===== src/hfe_pkg.sv =====
// Types, constants and the microcode table of the hex frame encoder.
// Depends on nothing; imported by the core, its checker and the testbench.
package hfe_pkg;

    localparam int STEP_W = 5;

    localparam logic [7:0] CHAR_COLON   = 8'h3A;
    localparam logic [7:0] CHAR_NEWLINE = 8'h0A;
    localparam logic [7:0] CHAR_ZERO    = 8'h30;
    localparam logic [7:0] CHAR_A       = 8'h41;

    typedef enum logic [1:0] {
        REG_GET_CODE      = 2'd0,
        REG_SET_CODE      = 2'd1,
        REG_CHECKSUM_BASE = 2'd2,
        REG_UNUSED        = 2'd3
    } cfg_index_t;

    typedef enum logic [2:0] {
        KIND_U8  = 3'd0,
        KIND_U16 = 3'd1,
        KIND_U32 = 3'd2,
        KIND_S16 = 3'd3,
        KIND_S32 = 3'd4
    } value_kind_t;

    // Character source of one microcode step.
    typedef enum logic [2:0] {
        SEL_COLON,
        SEL_HI,
        SEL_LO,
        SEL_CS_HI,
        SEL_CS_LO,
        SEL_NEWLINE
    } char_sel_t;

    // Byte of the latched request that a step looks at.
    typedef enum logic [2:0] {
        BYTE_CMD,
        BYTE_REG_LO,
        BYTE_REG_HI,
        BYTE_ZERO,
        BYTE_VAL0,
        BYTE_VAL1,
        BYTE_VAL2,
        BYTE_VAL3
    } byte_sel_t;

    // Jump conditions, tested when the step is issued.
    typedef enum logic [2:0] {
        COND_NEVER,
        COND_NOT_GETSET,
        COND_NO_VALUE,
        COND_KIND_U8,
        COND_KIND_U16
    } cond_t;

    typedef struct packed {
        char_sel_t         sel;
        byte_sel_t         bsel;
        logic              acc;
        logic              last;
        cond_t             cond;
        logic [STEP_W-1:0] target;
    } ucode_t;

    localparam logic [STEP_W-1:0] STEP_CS = 5'd16;

    function automatic ucode_t ucode_rom(input logic [STEP_W-1:0] step);
        ucode_t w;
        w = '{SEL_NEWLINE, BYTE_ZERO, 1'b0, 1'b1, COND_NEVER, '0};
        unique case (step)
            5'd0:  w = '{SEL_COLON,   BYTE_ZERO,   1'b0, 1'b0, COND_NEVER,      '0};
            5'd1:  w = '{SEL_LO,      BYTE_CMD,    1'b1, 1'b0, COND_NOT_GETSET, STEP_CS};
            5'd2:  w = '{SEL_HI,      BYTE_REG_LO, 1'b0, 1'b0, COND_NEVER,      '0};
            5'd3:  w = '{SEL_LO,      BYTE_REG_LO, 1'b1, 1'b0, COND_NEVER,      '0};
            5'd4:  w = '{SEL_HI,      BYTE_REG_HI, 1'b0, 1'b0, COND_NEVER,      '0};
            5'd5:  w = '{SEL_LO,      BYTE_REG_HI, 1'b1, 1'b0, COND_NEVER,      '0};
            5'd6:  w = '{SEL_HI,      BYTE_ZERO,   1'b0, 1'b0, COND_NEVER,      '0};
            5'd7:  w = '{SEL_LO,      BYTE_ZERO,   1'b1, 1'b0, COND_NO_VALUE,   STEP_CS};
            5'd8:  w = '{SEL_HI,      BYTE_VAL0,   1'b0, 1'b0, COND_NEVER,      '0};
            5'd9:  w = '{SEL_LO,      BYTE_VAL0,   1'b1, 1'b0, COND_KIND_U8,    STEP_CS};
            5'd10: w = '{SEL_HI,      BYTE_VAL1,   1'b0, 1'b0, COND_NEVER,      '0};
            5'd11: w = '{SEL_LO,      BYTE_VAL1,   1'b1, 1'b0, COND_KIND_U16,   STEP_CS};
            5'd12: w = '{SEL_HI,      BYTE_VAL2,   1'b0, 1'b0, COND_NEVER,      '0};
            5'd13: w = '{SEL_LO,      BYTE_VAL2,   1'b1, 1'b0, COND_NEVER,      '0};
            5'd14: w = '{SEL_HI,      BYTE_VAL3,   1'b0, 1'b0, COND_NEVER,      '0};
            5'd15: w = '{SEL_LO,      BYTE_VAL3,   1'b1, 1'b0, COND_NEVER,      '0};
            5'd16: w = '{SEL_CS_HI,   BYTE_ZERO,   1'b0, 1'b0, COND_NEVER,      '0};
            5'd17: w = '{SEL_CS_LO,   BYTE_ZERO,   1'b0, 1'b0, COND_NEVER,      '0};
            5'd18: w = '{SEL_NEWLINE, BYTE_ZERO,   1'b0, 1'b1, COND_NEVER,      '0};
            default: w = '{SEL_NEWLINE, BYTE_ZERO, 1'b0, 1'b1, COND_NEVER,      '0};
        endcase
        return w;
    endfunction

    function automatic logic [7:0] hex_char(input logic [3:0] nib);
        logic [7:0] c;
        if (nib <= 4'd9)
        begin
            c = CHAR_ZERO + {4'd0, nib};
        end
        else
        begin
            c = CHAR_A + {4'd0, nib - 4'd10};
        end
        return c;
    endfunction

endpackage


===== src/hfe_if.sv =====
// Valid/ready channel interfaces of the hex frame encoder: request and character.
// Depends on nothing.
interface hfe_req_if;
    logic        valid;
    logic        ready;
    logic [3:0]  command;
    logic [15:0] register_id;
    logic [31:0] data_value;
    logic [2:0]  value_kind;

    modport source (output valid, command, register_id, data_value, value_kind,
                    input ready);
    modport sink (input valid, command, register_id, data_value, value_kind,
                  output ready);
endinterface

interface hfe_char_if;
    logic       valid;
    logic       ready;
    logic [7:0] frame_char;
    logic       last_char;

    modport source (output valid, frame_char, last_char, input ready);
    modport sink (input valid, frame_char, last_char, output ready);
endinterface


===== src/hex_frame_encoder_core.sv =====
// Hex frame encoder: microcoded sequencer that turns a request into ASCII characters.
// Depends on hfe_pkg and the channel interfaces in hfe_if.sv.
//
// Usage: a request (command, register_id, data_value, value_kind) is taken on the
// req channel; the frame comes out on the chars channel one character per
// transfer, ':' first and a newline with last_char set at the end. A frame has 5,
// 11, 13, 15 or 19 characters depending on the command and value kind.
// The request is taken while no frame is in progress. Its transfer sets the busy
// flag, the first character then goes into the output register, and one
// character leaves per cycle while the receiver keeps ready high; the next
// request is taken only once the newline of the frame has been issued. The rate
// is set by the step counter, which issues one control word per cycle unless the
// receiver stalls; then the character in the output register holds and the step
// counter waits. Configuration (get code, set code, checksum base) is written
// through cfg_we/cfg_index/cfg_wdata while the block is idle: the user must keep
// to this, the block leaves it unchecked. Reset returns the codes to 7 and 8 and
// the base to 85, clears the sequencer and empties the output register.
module hex_frame_encoder_core (
    input  logic                      clk,
    input  logic                      rst_n,
    input  logic                      cfg_we,
    input  hfe_pkg::cfg_index_t       cfg_index,
    input  logic [7:0]                cfg_wdata,
    hfe_req_if.sink                   req,
    hfe_char_if.source                chars
);
    import hfe_pkg::*;

    logic [3:0]        get_code_reg;
    logic [3:0]        set_code_reg;
    logic [7:0]        base_reg;

    logic              busy_reg;
    logic [STEP_W-1:0] step_reg;
    logic [7:0]        cs_reg;
    logic [3:0]        cmd_reg;
    logic [15:0]       regid_reg;
    logic [31:0]       val_reg;
    logic [2:0]        kind_reg;

    logic              out_valid_reg;
    logic [7:0]        out_char_reg;
    logic              out_last_reg;

    ucode_t            uw;
    logic [7:0]        cur_byte;
    logic [7:0]        cur_char;
    logic              is_set;
    logic              jump;
    logic              issue;
    logic              in_fire;

    assign req.ready = !busy_reg;
    assign in_fire   = req.valid && !busy_reg;
    assign issue     = busy_reg && (!out_valid_reg || chars.ready);

    assign uw     = ucode_rom(step_reg);
    assign is_set = (cmd_reg == set_code_reg);

    always_comb
    begin
        unique case (uw.bsel)
            BYTE_CMD:    cur_byte = {4'd0, cmd_reg};
            BYTE_REG_LO: cur_byte = regid_reg[7:0];
            BYTE_REG_HI: cur_byte = regid_reg[15:8];
            BYTE_ZERO:   cur_byte = 8'd0;
            BYTE_VAL0:   cur_byte = val_reg[7:0];
            BYTE_VAL1:   cur_byte = val_reg[15:8];
            BYTE_VAL2:   cur_byte = val_reg[23:16];
            BYTE_VAL3:   cur_byte = val_reg[31:24];
            default:     cur_byte = 8'd0;
        endcase
    end

    always_comb
    begin
        unique case (uw.sel)
            SEL_COLON:   cur_char = CHAR_COLON;
            SEL_HI:      cur_char = hex_char(cur_byte[7:4]);
            SEL_LO:      cur_char = hex_char(cur_byte[3:0]);
            SEL_CS_HI:   cur_char = hex_char(cs_reg[7:4]);
            SEL_CS_LO:   cur_char = hex_char(cs_reg[3:0]);
            SEL_NEWLINE: cur_char = CHAR_NEWLINE;
            default:     cur_char = CHAR_NEWLINE;
        endcase
    end

    // Unused kinds beyond u32 send no value bytes, like the signed kinds.
    always_comb
    begin
        unique case (uw.cond)
            COND_NEVER:      jump = 1'b0;
            COND_NOT_GETSET: jump = (cmd_reg != get_code_reg) && !is_set;
            COND_NO_VALUE:   jump = !is_set || (kind_reg > KIND_U32);
            COND_KIND_U8:    jump = (kind_reg == KIND_U8);
            COND_KIND_U16:   jump = (kind_reg == KIND_U16);
            default:         jump = 1'b0;
        endcase
    end

    always_ff @(posedge clk or negedge rst_n)
    begin
        if (!rst_n)
        begin
            get_code_reg <= 4'd7;
            set_code_reg <= 4'd8;
            base_reg     <= 8'd85;
        end
        else if (cfg_we)
        begin
            unique case (cfg_index)
                REG_GET_CODE:      get_code_reg <= cfg_wdata[3:0];
                REG_SET_CODE:      set_code_reg <= cfg_wdata[3:0];
                REG_CHECKSUM_BASE: base_reg     <= cfg_wdata;
                REG_UNUSED:        ;
                default:           ;
            endcase
        end
    end

    always_ff @(posedge clk or negedge rst_n)
    begin
        if (!rst_n)
        begin
            busy_reg      <= 1'b0;
            step_reg      <= '0;
            out_valid_reg <= 1'b0;
        end
        else
        begin
            if (in_fire)
            begin
                busy_reg <= 1'b1;
                step_reg <= '0;
            end
            else if (issue)
            begin
                if (uw.last)
                begin
                    busy_reg <= 1'b0;
                end
                step_reg <= jump ? uw.target : step_reg + 1'b1;
            end

            if (issue)
            begin
                out_valid_reg <= 1'b1;
            end
            else if (chars.ready)
            begin
                out_valid_reg <= 1'b0;
            end
        end
    end

    always_ff @(posedge clk)
    begin
        if (in_fire)
        begin
            cmd_reg   <= req.command;
            regid_reg <= req.register_id;
            val_reg   <= req.data_value;
            kind_reg  <= req.value_kind;
            cs_reg    <= base_reg - {4'd0, req.command};
        end
        else if (issue && uw.acc && (uw.bsel != BYTE_CMD))
        begin
            cs_reg <= cs_reg - cur_byte;
        end

        if (issue)
        begin
            out_char_reg <= cur_char;
            out_last_reg <= uw.last;
        end
    end

    assign chars.valid      = out_valid_reg;
    assign chars.frame_char = out_char_reg;
    assign chars.last_char  = out_last_reg;

endmodule


===== src/flat_wrapper.sv =====
// flat-port wrapper written by rule: the top's interface ports become plain ports
module hex_frame_encoder_core_flat import hfe_pkg::*;
  (clk, rst_n, cfg_we, cfg_index, cfg_wdata, req_valid, req_command, req_register_id, req_data_value, req_value_kind, req_ready, chars_valid, chars_frame_char, chars_last_char, chars_ready);
  hfe_req_if req_i ();
  hfe_char_if chars_i ();
  input  logic clk;
  input  logic rst_n;
  input  logic cfg_we;
  input  hfe_pkg::cfg_index_t cfg_index;
  input  logic [7:0] cfg_wdata;
  input wire logic [$bits(req_i.valid)-1:0] req_valid;
  input wire logic [$bits(req_i.command)-1:0] req_command;
  input wire logic [$bits(req_i.register_id)-1:0] req_register_id;
  input wire logic [$bits(req_i.data_value)-1:0] req_data_value;
  input wire logic [$bits(req_i.value_kind)-1:0] req_value_kind;
  output wire logic [$bits(req_i.ready)-1:0] req_ready;
  output wire logic [$bits(chars_i.valid)-1:0] chars_valid;
  output wire logic [$bits(chars_i.frame_char)-1:0] chars_frame_char;
  output wire logic [$bits(chars_i.last_char)-1:0] chars_last_char;
  input wire logic [$bits(chars_i.ready)-1:0] chars_ready;
  assign req_i.valid = req_valid;
  assign req_i.command = req_command;
  assign req_i.register_id = req_register_id;
  assign req_i.data_value = req_data_value;
  assign req_i.value_kind = req_value_kind;
  assign req_ready = req_i.ready;
  assign chars_valid = chars_i.valid;
  assign chars_frame_char = chars_i.frame_char;
  assign chars_last_char = chars_i.last_char;
  assign chars_i.ready = chars_ready;
  hex_frame_encoder_core u_core (.clk(clk), .rst_n(rst_n), .cfg_we(cfg_we), .cfg_index(cfg_index), .cfg_wdata(cfg_wdata), .req(req_i), .chars(chars_i));
endmodule

===== config.mk =====
export PLATFORM = sky130hd
export DESIGN_NAME = hex_frame_encoder_core_flat
export DESIGN_NICKNAME = d
export VERILOG_FILES = /design/src/hfe_pkg.sv /design/src/hfe_if.sv /design/src/hex_frame_encoder_core.sv /design/src/flat_wrapper.sv
export SDC_FILE = /design/constraint.sdc
export NUM_CORES = 1
export LEC_CHECK = 0
export ABC_CLOCK_PERIOD_IN_PS = 9890
export BUFFER_PORTS_ARGS = -buffer_cell sky130_fd_sc_hd__buf_2
export CAP_MARGIN = 30
export CORE_ASPECT_RATIO = 0.6
export CORE_MARGIN = 5
export CORE_UTILIZATION = 30
export CTS_CLUSTER_SIZE = 28
export DETAILED_ROUTE_END_ITERATION = 7
export GPL_ROUTABILITY_DRIVEN = 1
export PLACE_DENSITY = 0.45
export SYNTH_ARGS = -nofsm -noshare
export SYNTH_HDL_FRONTEND = slang
export SYNTH_SLANG_ARGS = --single-unit

===== constraint.sdc =====
create_clock -name clk -period 9.89 [get_ports clk]
set_input_delay 0.4945 -clock clk [delete_from_list [all_inputs] [get_ports clk]]
set_output_delay 0.4945 -clock clk [all_outputs]
set_load 0.02 [all_outputs]

Yosys cells after proc, flatten, opt, wreduce, memory -nomap -nowiden
Memory sizes are Yosys's and may differ from the RTL's.
Index checks and enable logic that the tools add are counted.

storage, ports and cells
  bits in registers = 95
  latch bits = 0
  memory bits (writable) = 0
  bits in read-only memories = 384
  output and inout port bits = 11
  logic and storage cells = 94
  memories kept = 1

cells by class
  add/subtract/negate cells = 15
  $mul = 0
  div/mod/pow operators = 0
  magnitude comparators = 5
  eq/ne operators = 20
  shift-type cells = 0
  muxes and demuxes = 17
  bitwise operators = 0
  reductions and logical operators = 23

memories
  memory            depth  width  rd ports  clocked after Yosys merged registers in  write ports  RTL line       RTL
  (name not given)  32     12     1         0                                        0            hfe_pkg.sv:72  unique case (step)

operator list
  operator                                                       number
  one-hot mux 8 bit (8 select lines)                             1
  2-to-1 mux 8 bit                                               6
  one-hot mux 8 bit (5 select lines)                             1
  adder 7 x 4 -> 8 bit, first input constant                     4
  adder 6 x 4 -> 7 bit, first input constant                     4
  equality test 3 x 2 -> 1 bit, second input constant            6
  equality test 3 bit, second input constant                     6
  less-or-equal comparator 4 bit, second input constant          4
  subtractor 4 bit, second input constant                        4
  2-to-1 mux 5 bit                                               3
  equality test 3 x 1 -> 1 bit, second input constant            4
  logical NOT 3 bit                                              3
  AND reduction 2 bit                                            4
  nonzero test 2 bit                                             4
  subtractor 8 x 4 -> 8 bit                                      1
  subtractor 8 bit                                               1
  adder 5 x 1 -> 5 bit, second input constant                    1
  logical AND 1 bit                                              5
  2-to-1 mux 1 bit                                               5
  equality test 4 bit                                            1
  != test 4 bit                                                  1
  one-hot mux 1 bit (4 select lines)                             1
  greater-than comparator 3 x 2 -> 1 bit, second input constant  1
  logical NOT 1 bit                                              3
  5 further kinds                                                6

Depth between registers and ports, before layout
Gate-level depths: netlist of the first run.

  depth after elaboration = 7
  mapped depth = 16
  gate-level depth less buffers = 15

Least setup slack after synthesis of the first run
No wires, ideal clock.

  path type = register -> register
  start = reg u_core.step_reg[1]
  end = reg u_core.out_char_reg[4], in the netlist u_core.chars.frame_char[4] (data pin)
  setup time = 272 ps
  data arrival time = 3,566 ps
  setup slack = 6,052 ps
  cell stages (with the launch flop) = 14
  buffers on the path = 1
  period minus slack after synthesis = 3,838 ps
  path through = dfrtp_1 buf_2 inv_1 ha_1 or4_4 nor2_8 a221oi_1 a21oi_1 inv_1 ha_1 o211ai_1 o21bai_4 a221o_1 or4_1

between the ends
  word-level cells in the longest chain between the ends = 7

RTL lines
  element                                            RTL line                       RTL
  from (decl)                                        hex_frame_encoder_core.sv:34   logic [STEP_W-1:0] step_reg;
  from (signal assigned)                             hex_frame_encoder_core.sv:142  step_reg <= jump ? uw.target : step_reg + 1'b1;
  memory read (32 x 12 bit) (*)                      -
  equality test 3 bit, or another cell as far along  hex_frame_encoder_core.sv:62   unique case (uw.bsel)
  one-hot mux 8 bit (8 select lines)                 hex_frame_encoder_core.sv:62
  subtractor 4 bit                                   hfe_pkg.sv:105                 c = CHAR_A + {4'd0, nib - 4'd10};
  adder 7 x 4 -> 8 bit                               hfe_pkg.sv:105
  2-to-1 mux 8 bit                                   hfe_pkg.sv:99                  if (nib <= 4'd9)
  one-hot mux 8 bit (5 select lines) (*)             hex_frame_encoder_core.sv:77   unique case (uw.sel)
  net u_core.cur_char[4]                             hex_frame_encoder_core.sv:47   logic [7:0] cur_char;
  to (signal assigned)                               hex_frame_encoder_core.sv:173  out_char_reg <= cur_char;
  to (decl)                                          hex_frame_encoder_core.sv:42   logic [7:0] out_char_reg;

Mark *: on every way through the listed nets, which the timed path passes. The rest lies on a longest branch.
A chain may end at the register's enable or synchronous reset.

Worst setup path after layout of the first run
Same ends and word-level chain as after synthesis.

==> results_dict.tcl, run 1 <==
set metrics [dict create \
    rr_startpoint "u_core.step_reg[1]$_DFFE_PN0P_" \
    diodes 0 \
    layout_common_cells "buf_2, edfxtp_1, ha_1, nor2_1, inv_1" \
    crit_buf_inv 2 \
    whs_ps 131 \
    crit_family "compound AO/OA/AOI/OAI gates" \
    worstPathRequired_ps 9970 \
    synth_top_family_by_area "compound AO/OA/AOI/OAI gates" \
    status "finished clean" \
    grt_max_degree 40 \
    arrival_ps 4840 \
    ys_types 75 \
    synthToLayoutAreaGrowth_pct 17.5 \
    rr_endpoint "u_core.chars.frame_char[4]$_DFFE_PP_" \
    first_global_vias 3886 \
    synth-edff-count 71 \
    hold_path.class "input pin to async pin" \
    setup_violations 0 \
    synth.top_cell.area_share_pct 39.9 \
    startpoint_type "flip-flop" \
    globalRouteTotalUtil_pct 13.8 \
    largest_reg_flops 32 \
    crit_chain "inv_1, ha_1, nand3b_1, a211oi_4, a221oi_1, a21oi_1, inv_1, ha_1, o211ai_1, o21bai_4, a221o_1, or4_1" \
    coreArea_sq_um 17300 \
    cp_max_fo 14 \
    cts_setup_buffers 0 \
    nFillCells 1754 \
    hold_viol 0 \
    p_leak_uw 0.00246 \
    cts_sinks 94 \
    fin_util_pct 36.3 \
    crit_path_end_kind "flip-flop" \
    max_stage_delay_ps 580 \
    synth_nets 541 \
    ys_ff_latch 94 \
    ys_top_cells_by_area "edfxtp_1, ha_1, dfrtp_1" \
    numPortBuffers 79 \
    start_util_pct 30.9 \
    cts_resized 0 \
    dieWidth_um 182 \
    std_cell_rows 37 \
    drt_pre_antenna_iters 4 \
    drt_iter0_drc 271 \
    worstMarginPinSlew_ps 837 \
    syn_avg_cell_area_sq_um 12.3 \
    drv_slew 0 \
    reg2reg_depth 12 \
    synthCells 436 \
    finish.net_count 622 \
    stdcell_count 756 \
    synth_compound_area_share_pct 13.3 \
    layout_commonest_cell "buf_2" \
    cap_violations 0 \
    clock_latency_ps 340 \
    drive_gt1_share_pct 27.2 \
    crit_type "flip-flop to flip-flop" \
    dp.final_hpwl_um 10800 \
    vias_per_cell 4.94 \
    die_height_um 113 \
    ys_seq_area_share_pct 50.8 \
    finClkSkew_ps 10.0 \
    ys.flop_type "edfxtp_1" \
    synth_simple_gate_area_share_pct 12.0 \
    grt_pass1_wl_um 22100 \
    cts_tree "yes" \
    synth_fa_ha_area_share_pct 8.47 \
    num_vias 3734 \
    vdd_ir_drop_max_uv 106 \
    final.setup.tns_ps 0 \
    place.gp.congestion 0.871 \
    cts_root_buf "clkbuf_16" \
    drc 0 \
    grt_remaining_overflow 0 \
    ys_async_sr_fraction_pct 24.5 \
    io_pins 81 \
    placedCellCount 740 \
    rrSetupSlack_ps 5130 \
    routed_wl_um 13900 \
    yosysTopAreaCell "edfxtp_1" \
    syn_area_sq_um 5350 \
    slew_headroom_pct 44.2 \
    fin_crit_ps 4760 \
    h-tree-depth 3 \
    clk_pin_slew_ps 80 \
    power.density_nw_per_um2 314 \
    synthMuxAreaShare_pct 7.88 \
    postCtsHoldBufs 0 \
    ant_nets 0 \
    synth_xor_area_share_pct 4.42 \
    cpMaxStageDelayCell "dfrtp_1" \
    synth_warnings 0 \
    routedWlPerCell_um 18.4 \
    antenna_found_initial 0 \
    period_share_pct 48.2 \
    die-area_sq_um 20700 \
    cts_inserted_buffers 9 \
    max_freq_ghz 0.210 \
    rsz0062_at_grt "false" \
    cts_buffer_depth 2 \
]
==> cell type report <==
class	instances	area [sq um]	area share (%)
clock buffer	10	230	3.66
clock inverter	6	62.6	0.995
inverter	26	97.6	1.55
multi-input combinational	304	2470	39.3
sequential	94	2720	43.2
tap	234	293	4.66
timing repair buffer	82	415	6.61
==> cell usage after synthesis, types with 4 or more instances <==
library cell / instances
clkbuf_1: 4
nand2_1: 17
buf_2: 4
nand4_1: 5
nand2b_1: 5
and2_1: 4
xnor2_1: 21
inv_1: 25
nor3b_1: 4
nor3_1: 4
mux2_2: 19
edfxtp_1: 71
a21o_1: 4
nor2_1: 26
xor2_1: 6
ha_1: 33
nor2b_1: 7
o21ai_0: 12
dfstp_2: 8
a211oi_1: 4
nand3b_1: 7
a21oi_1: 18
nand3_1: 10
mux2i_1: 14
a21boi_0: 4
dfrtp_1: 15
==> routing by layer <==
metal	GRT usage, %	part of all wire [%]	vias to the layer above
met2	18.7	39	106
met1	22.5	56	1811
met4	2.15	0.27	0
met3	3.12	5.6	4
met5	0	0	-
li1	-	-	1813
==> worst max path at each step <==
stage | start | to | slack [ps] | depth (start not counted)
floorplan | u_core.step_reg[1]$_DFFE_PN0P_ | u_core.chars.frame_char[4]$_DFFE_PP_ | 6050 | 13
global placement | u_core.step_reg[1]$_DFFE_PN0P_ | u_core.chars.frame_char[4]$_DFFE_PP_ | 5460 | 12
detailed placement | u_core.step_reg[1]$_DFFE_PN0P_ | u_core.chars.frame_char[4]$_DFFE_PP_ | 5160 | 12
CTS | u_core.step_reg[1]$_DFFE_PN0P_ | u_core.chars.frame_char[4]$_DFFE_PP_ | 5160 | 12
global route | u_core.step_reg[1]$_DFFE_PN0P_ | u_core.chars.frame_char[4]$_DFFE_PP_ | 4750 | 12
finish | u_core.step_reg[1]$_DFFE_PN0P_ | u_core.chars.frame_char[4]$_DFFE_PP_ | 5130 | 12
==> where the power goes <==
part	internal (uW)	total (uW)	switching [uW]
Clock	179	345	166
Sequential	545	619	74.2
Combinational	434	1010	579
Total	1160	1980	819
==> stage by stage <==
stage	setup WS (ps)	total power (uW)	cell area [sq um]
CTS	5160	1990	6290
detailed placement	5160	1630	5990
global placement	5460	1610	5990
global route	4750	2130	6290
finish	5130	1980	6290
floorplan	6050	1360	5350
==> logic make-up after synthesis <==
group                      after synthesis
and+or+nand+nor                        113
xor gates and xnor gates                27
muxes                                   36
other                                    1
DFF                                     94
AOI/OAI and AO/OA                       92
adders and majority gates               35
buffers and inverters                   38
(Power assumes the default switching activity.)
==> inputs of run 2 (changes only) <==
--- a/config.mk
+++ b/config.mk
@@ -5,7 +5,7 @@
 export SDC_FILE = /design/constraint.sdc
 export NUM_CORES = 1
 export LEC_CHECK = 0
-export ABC_CLOCK_PERIOD_IN_PS = 9890
+export ABC_CLOCK_PERIOD_IN_PS = 3900
 export BUFFER_PORTS_ARGS = -buffer_cell sky130_fd_sc_hd__buf_2
 export CAP_MARGIN = 30
 export CORE_ASPECT_RATIO = 0.6
@@ -14,7 +14,7 @@
 export CTS_CLUSTER_SIZE = 28
 export DETAILED_ROUTE_END_ITERATION = 7
 export GPL_ROUTABILITY_DRIVEN = 1
-export PLACE_DENSITY = 0.45
+export PLACE_DENSITY = 0.47
 export SYNTH_ARGS = -nofsm -noshare
 export SYNTH_HDL_FRONTEND = slang
 export SYNTH_SLANG_ARGS = --single-unit
==> constraint.sdc (replaced) <==
create_clock -name clk -period 3.9 [get_ports clk]
set_input_delay 0.195 -clock clk [delete_from_list [all_inputs] [get_ports clk]]
set_output_delay 0.195 -clock clk [all_outputs]
set_load 0.02 [all_outputs]
==> run 2 against run 1 <==
  * Hold slack lost 110 ps
  * Design area grew 2.3%
  * Sequential share of layout area decreased by 0.98 points
  * Utilization is 0.84 points higher
  * Worst setup slack lost 4900 ps
  * Fmax is 29% higher
  * Non-clock buffer count grew 18
  * Critical endpoint unchanged
  * Die area did not move
  * Largest cell class unchanged
  * Clock-buffer cell count is 1 higher
  * First-iteration DRC count is 18% lower
  * Critical path depth unchanged
==> results_dict.tcl, run 2 (same netlist as run 1, synthesis figures left out) <==
set metrics [dict create \
    pwr-share-clk_pct 17.2 \
    vdd_ir_drop_max_uv 264 \
    design_area_sq_um 6430 \
    cp_max_fo 6 \
    p_sw_uw 2070 \
    cpMaxStageDelayCell "or4_1" \
    final.setup.tns_ps 0 \
    layout_common_cells "buf_2, edfxtp_1, ha_1, nor2_1, inv_1" \
    dieWidth_um 182 \
    comb_power_share_pct 53.3 \
    start_util_pct 30.9 \
    drt_pre_antenna_iters 4 \
    p_leak_uw 0.00256 \
    cts_sinks 94 \
    cts_inserted_buffers 9 \
    cell_internal_pwr_uw 3090 \
    arrival_ps 3770 \
    die-area_sq_um 20700 \
    period_share_pct 94.9 \
    multiInputGateArea_sq_um 2470 \
    drt_iter0_drc 221 \
    io_pins 81 \
    die_height_um 113 \
    cts_tree "yes" \
    finClkSkew_ps 13.5 \
    max_stage_delay_ps 520 \
    power.density_nw_per_um2 802 \
    cts_root_buf "clkbuf_16" \
    synthToLayoutAreaGrowth_pct 20.2 \
    switching_share_pct 40.1 \
    setup_ws_ps 199 \
    coreArea_sq_um 17300 \
    layout_commonest_cell "buf_2" \
    clock_latency_ps 340 \
    fin_crit_ps 3700 \
    drc 0 \
    clk_pin_slew_ps 80 \
    diodes 0 \
    rsz0062_at_grt "false" \
    h-tree-depth 3 \
    nFillCells 1719 \
    cap_violations 0 \
    grt_pass1_wl_um 21200 \
    crit_path_end_kind "flip-flop" \
    cts_resized 0 \
    crit_type "flip-flop to flip-flop" \
    crit_chain "inv_1, ha_1, nand3b_1, a211oi_4, buf_4, a221o_1, inv_1, ha_1, or2_2, a21o_1, a221o_1, or4_1" \
    finish.net_count 640 \
    place.gp.congestion 0.887 \
    routed_wl_um 13600 \
    worstMarginPinSlew_ps 1020 \
    dpl_cell_area_sq_um 6110 \
    dp.final_hpwl_um 10700 \
    slew_headroom_pct 31.9 \
    grt_max_degree 35 \
    startpoint_type "flip-flop" \
    globalRouteTotalUtil_pct 13.2 \
    setup_violations 0 \
    hold_viol 0 \
    ant_nets 0 \
    max_freq_ghz 0.270 \
    place_ws_ps 203 \
    vias_per_cell 4.88 \
    routedWlPerCell_um 17.5 \
    largest_reg_flops 32 \
    worstPathRequired_ps 3970 \
    first_global_vias 3713 \
    hold_path.class "input pin to flip-flop" \
    numPortBuffers 79 \
    std_cell_rows 37 \
    cts_buffer_depth 2 \
    status "finished clean" \
    antenna_found_initial 1 \
    grt_remaining_overflow 0 \
    num_vias 3779 \
    regArea_sq_um 2720 \
    drive_gt1_share_pct 29.3 \
    drv_slew 0 \
    power_frac_seq_pct 29.5 \
]
[run 2: what timing repair did]
| action | in CTS | in global routing |
|---|---|---|
| buffers inserted | 0 | 2 |
| endpoints found under the setup margin | 0 | 2 |
| hold buffers | 1 | 0 |
| endpoints found under the hold margin | 15 | 0 |
[run 2: final timing paths]
path                                               startpoint                              endpoint  slack [ps]  cells after the start
setup reg to reg               u_core.step_reg[1]$_DFFE_PN0P_  u_core.chars.frame_char[4]$_DFFE_PP_         200                     12
hold / removal                              req_value_kind[0]          u_core.kind_reg[0]$_DFFE_PP_          20                      1
hold reg to reg            u_core.set_code_reg[2]$_DFFE_PN0P_    u_core.set_code_reg[2]$_DFFE_PN0P_         530                      1
max in group asynchronous                               rst_n        u_core.base_reg[6]$_DFFE_PN1P_        3160                      2
min in group asynchronous                               rst_n    u_core.set_code_reg[1]$_DFFE_PN0P_         360                      2
setup / recovery               u_core.step_reg[1]$_DFFE_PN0P_  u_core.chars.frame_char[4]$_DFFE_PP_         200                     12
[run 2: stage by stage]
step,hold slack (ps),utilization (%),cells,power [uW]
after global placement,202,35.3,755,4200
after CTS,10.6,37.1,772,5150
after detailed placement,210,35.3,755,4230
after global routing,0.922,37.1,774,5560
after floorplan,-101,-,436,3460
final,24.3,37.1,774,5160
[run 2: power by group through the flow]
stage	clock network (uW)	registers (uW)	logic, uW
floorplan	0	1540	1920
global placement	0	1540	2650
detailed placement	0	1540	2690
CTS	918	1520	2710
global route	959	1540	3060
finish	885	1520	2750
[run 2: final cells by class]
type	count	share of cell area (%)
Inverter	26	1.52
Tap cell	234	4.55
Sequential cell	94	42.3
Multi-Input combinational cell	304	38.4
Timing Repair Buffer	100	8.64
Clock inverter	5	0.681
Clock buffer	11	3.95
[run 2: critical path: cells and delay by family, from the launching register on]
kind / cells / cell delay, ps
adder cells (fa/ha/maj): 2 / 490
buffers and inverters: 3 / 410
flip-flops: 1 / 380
AND/OR/NAND/NOR: 3 / 1010
AO/OA/AOI/OAI: 4 / 1150
[run 2: metal layers]
metal | global-route usage, % | up-vias | share of wire (%)
li1 | - | 1851 | -
met1 | 21.5 | 1836 | 56
met2 | 16.9 | 90 | 38
met3 | 4.02 | 2 | 5.6
met4 | 1.90 | 0 | 0.26
met5 | 0 | - | 0
